File: src/hw/rtl/lut3d_pkg.sv
package lut3d_pkg;

  localparam int MaxDim     = 33;
  localparam int SampleBits = 16;
  localparam int DimW       = 6;
  localparam int CellW      = $clog2(MaxDim);
  localparam int Half       = (MaxDim + 1) / 2;
  localparam int BankDepth  = Half * Half * Half;
  localparam int BankAw     = $clog2(BankDepth);
  localparam int NumBanks   = 8;
  localparam int ProdW      = DimW + SampleBits;
  localparam int WgtW       = SampleBits + 1;
  localparam logic [SampleBits-1:0] FullScale = {SampleBits{1'b1}};
  localparam logic [WgtW-1:0] WgtOne = {1'b1, {SampleBits{1'b0}}};

  // tuser codes on the request channel
  localparam logic FuncLoad  = 1'b0;
  localparam logic FuncPixel = 1'b1;

  typedef logic [SampleBits-1:0] smp_t;
  typedef logic [CellW-1:0]      cell_t;
  typedef logic [BankAw-1:0]     baddr_t;
  typedef logic [WgtW-1:0]       wgt_t;
  typedef logic [2:0]            bank_t;
  typedef smp_t [2:0]            ent_t;

  typedef struct packed {
    logic          pix;
    logic          loaded;
    ent_t          v;
    cell_t [2:0]   lc;
  } s0_t;

  typedef struct packed {
    logic                   pix;
    logic                   loaded;
    ent_t                   v;
    baddr_t [NumBanks-1:0]  baddr;
    bank_t  [3:0]           cbank;
    wgt_t   [3:0]           w;
  } s3_t;

  typedef struct packed {
    logic          loaded;
    ent_t          v;
    bank_t [3:0]   cbank;
    wgt_t  [3:0]   w;
  } s4_t;

endpackage

File: src/hw/rtl/lut3d_front.sv
module lut3d_front (
  input  logic               clk,
  input  logic [3:1]         ld,
  input  lut3d_pkg::s0_t     s0,
  input  lut3d_pkg::cell_t   dimm1,
  output lut3d_pkg::s3_t     s3
);
  import lut3d_pkg::*;

  // stage 1: scale by dim-1
  logic                    pix1_r, loaded1_r;
  ent_t                    v1_r;
  cell_t [2:0]             lc1_r;
  logic [2:0][ProdW-1:0]   p1_r;

  // stage 2: cell indices and fractions
  logic        pix2_r, loaded2_r;
  ent_t        v2_r;
  cell_t [2:0] lo2_r, hi2_r;
  smp_t  [2:0] f2_r;

  cell_t [2:0] lo_nxt, hi_nxt;
  smp_t  [2:0] f_nxt;
  s3_t         s3_r, s3_nxt;

  always_ff @(posedge clk) begin
    if (ld[1]) begin
      pix1_r    <= s0.pix;
      loaded1_r <= s0.loaded;
      v1_r      <= s0.v;
      lc1_r     <= s0.lc;
      for (int i = 0; i < 3; i++) begin
        p1_r[i] <= ProdW'(s0.v[i]) * ProdW'(dimm1);
      end
    end
  end

  // p / FullScale: quotient fits in 6 bits, one correction step
  always_comb begin
    logic [SampleBits:0] rem;
    cell_t               q, c;
    for (int i = 0; i < 3; i++) begin
      q   = p1_r[i][ProdW-1:SampleBits];
      rem = {1'b0, p1_r[i][SampleBits-1:0]} + (SampleBits+1)'(q);
      if (rem >= {1'b0, FullScale}) begin
        c        = q + cell_t'(1);
        f_nxt[i] = smp_t'(rem - {1'b0, FullScale});
      end else begin
        c        = q;
        f_nxt[i] = rem[SampleBits-1:0];
      end
      if (c > dimm1) c = dimm1;
      lo_nxt[i] = pix1_r ? c : lc1_r[i];
      hi_nxt[i] = (lo_nxt[i] == dimm1) ? lo_nxt[i] : lo_nxt[i] + cell_t'(1);
    end
  end

  always_ff @(posedge clk) begin
    if (ld[2]) begin
      pix2_r    <= pix1_r;
      loaded2_r <= loaded1_r;
      v2_r      <= v1_r;
      lo2_r     <= lo_nxt;
      hi2_r     <= hi_nxt;
      f2_r      <= f_nxt;
    end
  end

  // tetrahedron pick, weights, per-bank addresses
  always_comb begin
    smp_t  fx, fy, fz;
    bank_t sel1, sel2;
    cell_t rx, gx, bx;
    fx = f2_r[2'd0];
    fy = f2_r[2'd1];
    fz = f2_r[2'd2];
    s3_nxt        = '0;
    s3_nxt.pix    = pix2_r;
    s3_nxt.loaded = loaded2_r;
    s3_nxt.v      = v2_r;
    if (fx > fy) begin
      if (fy > fz) begin
        sel1 = 3'b100; sel2 = 3'b110;
        s3_nxt.w[0] = WgtOne - wgt_t'(fx); s3_nxt.w[1] = wgt_t'(fx - fy);
        s3_nxt.w[2] = wgt_t'(fy - fz);     s3_nxt.w[3] = wgt_t'(fz);
      end else if (fx > fz) begin
        sel1 = 3'b100; sel2 = 3'b101;
        s3_nxt.w[0] = WgtOne - wgt_t'(fx); s3_nxt.w[1] = wgt_t'(fx - fz);
        s3_nxt.w[2] = wgt_t'(fz - fy);     s3_nxt.w[3] = wgt_t'(fy);
      end else begin
        sel1 = 3'b001; sel2 = 3'b101;
        s3_nxt.w[0] = WgtOne - wgt_t'(fz); s3_nxt.w[1] = wgt_t'(fz - fx);
        s3_nxt.w[2] = wgt_t'(fx - fy);     s3_nxt.w[3] = wgt_t'(fy);
      end
    end else begin
      if (fz > fy) begin
        sel1 = 3'b001; sel2 = 3'b011;
        s3_nxt.w[0] = WgtOne - wgt_t'(fz); s3_nxt.w[1] = wgt_t'(fz - fy);
        s3_nxt.w[2] = wgt_t'(fy - fx);     s3_nxt.w[3] = wgt_t'(fx);
      end else if (fz > fx) begin
        sel1 = 3'b010; sel2 = 3'b011;
        s3_nxt.w[0] = WgtOne - wgt_t'(fy); s3_nxt.w[1] = wgt_t'(fy - fz);
        s3_nxt.w[2] = wgt_t'(fz - fx);     s3_nxt.w[3] = wgt_t'(fx);
      end else begin
        sel1 = 3'b010; sel2 = 3'b110;
        s3_nxt.w[0] = WgtOne - wgt_t'(fy); s3_nxt.w[1] = wgt_t'(fy - fx);
        s3_nxt.w[2] = wgt_t'(fx - fz);     s3_nxt.w[3] = wgt_t'(fz);
      end
    end
    s3_nxt.cbank[0] = {lo2_r[2'd0][0], lo2_r[2'd1][0], lo2_r[2'd2][0]};
    s3_nxt.cbank[3] = {hi2_r[2'd0][0], hi2_r[2'd1][0], hi2_r[2'd2][0]};
    s3_nxt.cbank[1] = {sel1[2] ? hi2_r[2'd0][0] : lo2_r[2'd0][0],
                       sel1[1] ? hi2_r[2'd1][0] : lo2_r[2'd1][0],
                       sel1[0] ? hi2_r[2'd2][0] : lo2_r[2'd2][0]};
    s3_nxt.cbank[2] = {sel2[2] ? hi2_r[2'd0][0] : lo2_r[2'd0][0],
                       sel2[1] ? hi2_r[2'd1][0] : lo2_r[2'd1][0],
                       sel2[0] ? hi2_r[2'd2][0] : lo2_r[2'd2][0]};
    // bank k holds the corner whose index parities equal k
    for (int k = 0; k < NumBanks; k++) begin
      rx = (lo2_r[2'd0][0] == k[2]) ? lo2_r[2'd0] : hi2_r[2'd0];
      gx = (lo2_r[2'd1][0] == k[1]) ? lo2_r[2'd1] : hi2_r[2'd1];
      bx = (lo2_r[2'd2][0] == k[0]) ? lo2_r[2'd2] : hi2_r[2'd2];
      s3_nxt.baddr[k] = baddr_t'(baddr_t'(rx[CellW-1:1]) * baddr_t'(Half * Half))
                      + baddr_t'(baddr_t'(gx[CellW-1:1]) * baddr_t'(Half))
                      + baddr_t'(bx[CellW-1:1]);
    end
  end

  always_ff @(posedge clk) begin
    if (ld[3]) begin
      s3_r <= s3_nxt;
    end
  end

  assign s3 = s3_r;

endmodule

File: config.mk
export PLATFORM = sky130hd
export DESIGN_NAME = lut3d_front
export DESIGN_NICKNAME = d
export VERILOG_FILES = /design/src/hw/rtl/lut3d_pkg.sv /design/src/hw/rtl/lut3d_front.sv
export SDC_FILE = /design/constraint.sdc
export NUM_CORES = 2
export LEC_CHECK = 0
export BUFFER_PORTS_ARGS = -buffer_cell sky130_fd_sc_hd__buf_2
export CORE_MARGIN = 2
export CORE_UTILIZATION = 56
export DETAILED_ROUTE_END_ITERATION = 10
export HOLD_SLACK_MARGIN = 0.1
export PLACE_DENSITY = 0.78
export SLEW_MARGIN = 0
export SYNTH_ARGS = -nofsm -noshare
export SYNTH_HDL_FRONTEND = slang
export SYNTH_SLANG_ARGS = --single-unit
File: constraint.sdc
create_clock -name clk -period 6.7 [get_ports clk]
set_input_delay 1.005 -clock clk [delete_from_list [all_inputs] [get_ports clk]]
set_output_delay 1.005 -clock clk [all_outputs]
set_load 0.03 [all_outputs]
==> run_results.csv <==
group,metric,value,unit
route,wl_per_cell,20.47,um
setup_path,worstPathArrival,6.42,ns
logic_synthesis,yosys-top-cells-area,"edfxtp_1 (38%), ha_1 (10%), fa_1 (9.7%)",
route,routed_wirelength,105000,um
layout,final_common_cell,"edfxtp_1",
route,drt_pass1_iterations,6,
logic_synthesis,synth_cell_types,97,
logic_synthesis,yosysSeqAreaShare,38.04,%
global_routing,antenna_found_initial,4,
logic_synthesis,synthSimpleGateAreaFrac,12.91,%
clock_network,htreeDepth,2,
floorplan,coreArea,70030,um2
sta,maxSlewHeadroom,38.32,%
sta,rsz0062_at_grt,"no",
global_routing,grt_max_degree,141,
setup_path,r2r_cells,23,
clock_network,clockBufferDepth,3,
layout,area_delta_synth_final,11.01,%
global_routing,grt_overflow,0,
layout,fill_cells,5750,
logic_synthesis,netlist_area,39550,um2
clock_network,cts_root_buffer,"clkbuf_16",
setup_path,r2r-start,"p1_r[16]",
logic_synthesis,synth_top_family_by_area,"adder cells",
setup_path,r2r-end,"hi2_r[4]",
route,drtIter0Drc,2696,
sta,min_period_over_period,89.68,%
sta,finalClockSkew,0.04762,ns
route,via_per_inst,5.858,
floorplan,die_area,72770,um2
logic_synthesis,synth_xor_area_share,8.848,%
sta,worst_slew_pin_slew,0.9133,ns
route,final_antenna_net_count,0,
sta,setup_tns,0,ns
global_routing,grt_pass1_vias,29180,
floorplan,die_h,269.8,um
logic_synthesis,syn_nets,4456,
layout,nNetsFinal,4741,
clock_network,cts_resized,0,
floorplan,die_w,269.8,um
global_routing,grt_pass1_wl,163300,um
place,gp_congestion,1.014,
sta,final_max_slew_viol_count,0,
place,dp_hpwl,82420,um
logic_synthesis,ys_ff_latch,501,
logic_synthesis,synth_compound_area_share,12.76,%
flow_run,maxCapViolCount,0,
place,portBuffers,310,
clock_network,hold_buffers,0,
clock_network,clock-sinks,501,
clock_network,clk_pin_slew_worst_paths,0.06,ns
setup_path,required,7.11,ns
clock_network,cts_inserted_buffers,55,
min_path,hold_end,"s3[224]",
sta,timing.fmax,0.1664,GHz
sta,hold_viol,0,
logic_synthesis,synthFlopType,"edfxtp_1",
floorplan,start_util,56.48,%
logic_synthesis,syn_inst,3857,
logic_synthesis,synth.avg_cell_area,10.25,um2
logic_synthesis,synth.area.mux_share,2.588,%
route,via_count,30052,
outcome,status,"finished, final reports clean",
setup_path,path_class,"reg2reg",
logic_synthesis,synthArstFlopShare,0,%
layout,drive_above_1_share,12.42,%
min_path,hold_start,"s3_nxt[224]",
sta,setup_viol,0,
clock_network,worst_skew_pair.late_latency,0.65,ns
logic_synthesis,synth_top_area_cell,"edfxtp_1",
logic_synthesis,yosysWarnings,0,
global_routing,grtUsageTotal,28.50,%
setup_path,start_kind,"register",
setup_path,rrSetupSlack,0.69,ns
route,drc,0,
setup_path,crit_path_end_kind,"register",
layout,final_cell_mix,"edfxtp_1 (501), nand2_1 (425), inv_1 (362), ha_1 (329), buf_2 (307)",
logic_synthesis,synth_fa_ha_area_share,20.13,%
min_path,worst_hold_path.num_cells,0,
clock_network,cts_setup_buffers,0,
clock_network,cts_tree,"yes",
setup_path,cp_max_fo,12,
floorplan,rows,97,
min_path,hp-class,"reg2reg",
logic_synthesis,synth_enable_flop_cells,501,
logic_synthesis,yosysTopAreaCellShare,38.04,%
sta,min_period,6.009,ns
floorplan,ios,312,
==> registers in the layout, indices dropped and copies added (netlist names) <==
signal,count
pix2_r,1
loaded2_r,1
v1_r,48
lc1_r,18
f2_r,48
p1_r,66
lo2_r,18
s3_nxt,48
s3,233
hi2_r,18
pix1_r,1
loaded1_r,1
==> worst max path at each step <==
stage	startpoint	end	slack, ns	cells past startpoint
2_1_floorplan	dimm1[2]	p1_r[21]	0.36	24
3_3_place_gp	dimm1[1]	p1_r[21]	0.68	21
3_5_place_dp	dimm1[1]	p1_r[21]	0.52	21
4_1_cts	p1_r[16]	hi2_r[4]	0.76	23
5_1_grt	p1_r[60]	hi2_r[16]	0.13	24
6_report	p1_r[16]	hi2_r[4]	0.69	23
==> per-stage QoR <==
step	cells	util, %	area (um2)	hold WS, ns	worst slack (ns)
3_5_place_dp	5025	60.19	42150	0.4045	0.5227
4_1_cts	5127	62.68	43900	0.4147	0.7586
2_1_floorplan	3857	-	39550	0.4003	0.3578
5_1_grt	5128	62.69	43900	0.4178	0.1264
6_report	5130	62.70	43900	0.4146	0.6912
3_3_place_gp	5025	60.19	42150	0.4000	0.6778
==> final cells by class <==
cell class / instances / area (um2) / share of cell area, %
inverter: 363 / 1363 / 3.103
timing repair buffer: 354 / 1917 / 4.366
antenna: 3 / 7.507 / 0.01710
clock inverter: 40 / 341.6 / 0.7780
multi-input combinational: 2867 / 22650 / 51.60
sequential: 501 / 15040 / 34.27
clock buffer: 62 / 1403 / 3.195
tap: 940 / 1176 / 2.679
==> Yosys cell counts, drive strengths merged (27+ instances only) <==
cell / count
o21bai: 43
xnor2: 270
nor2b: 48
mux2: 42
nand2b: 39
nor2: 227
edfxtp: 501
inv: 363
a211oi: 30
nand3: 51
xor2: 127
clkbuf: 99
a21oi: 211
a21o: 79
mux2i: 55
nand2: 426
and2: 86
nand4: 36
ha: 329
o21ai: 155
o21a: 29
buf: 27
fa: 192
nor3: 74
==> worst max-delay path: stages, from the launching register on <==
cell and delay (ns):
edfxtp_1 0.54, ha_1 0.28, inv_1 0.07, fa_1 0.20, nor2b_1 0.08, o21a_1 0.20
or4_1 0.47, a21o_1 0.20, a2111o_1 0.50, o21ai_1 0.29, mux2i_1 0.32, ha_1 0.29
nor2b_1 0.13, o21a_1 0.16, o21ai_0 0.15, nand2b_1 0.09, a211o_1 0.31, nand2_1 0.28
nand2_1 0.14, a41oi_1 0.41, o211ai_2 0.16, nor2_1 0.21, nand3_1 0.14, nor2b_1 0.16
==> per-layer routing <==
metal / wire length, um / part of all wire (%) / GRT usage, % / vias to the layer above
li1: - / - / - / 14124
met1: 44910 / 43 / 39.52 / 14470
met2: 47590 / 45 / 45.36 / 1244
met3: 8471 / 8.1 / 4.845 / 210
met4: 4006 / 3.8 / 10.03 / 4
met5: 30 / 0.029 / 0 / -
==> logic make-up (layout without fill, tap and decap cells) <==
group | count (synthesis) | in the layout
flip-flops | 501 | 501
other | 1 | 4
buffers and inverters | 489 | 819
AND/OR/NAND/NOR | 1085 | 1085
multiplexers | 97 | 97
AO/OA/AOI/OAI | 765 | 765
adder cells (fa/ha/maj) | 521 | 521
XOR/XNOR | 398 | 398
Power is not shown: default switching activity piles up to over one toggle a cycle in this logic, so the estimate is an artifact.
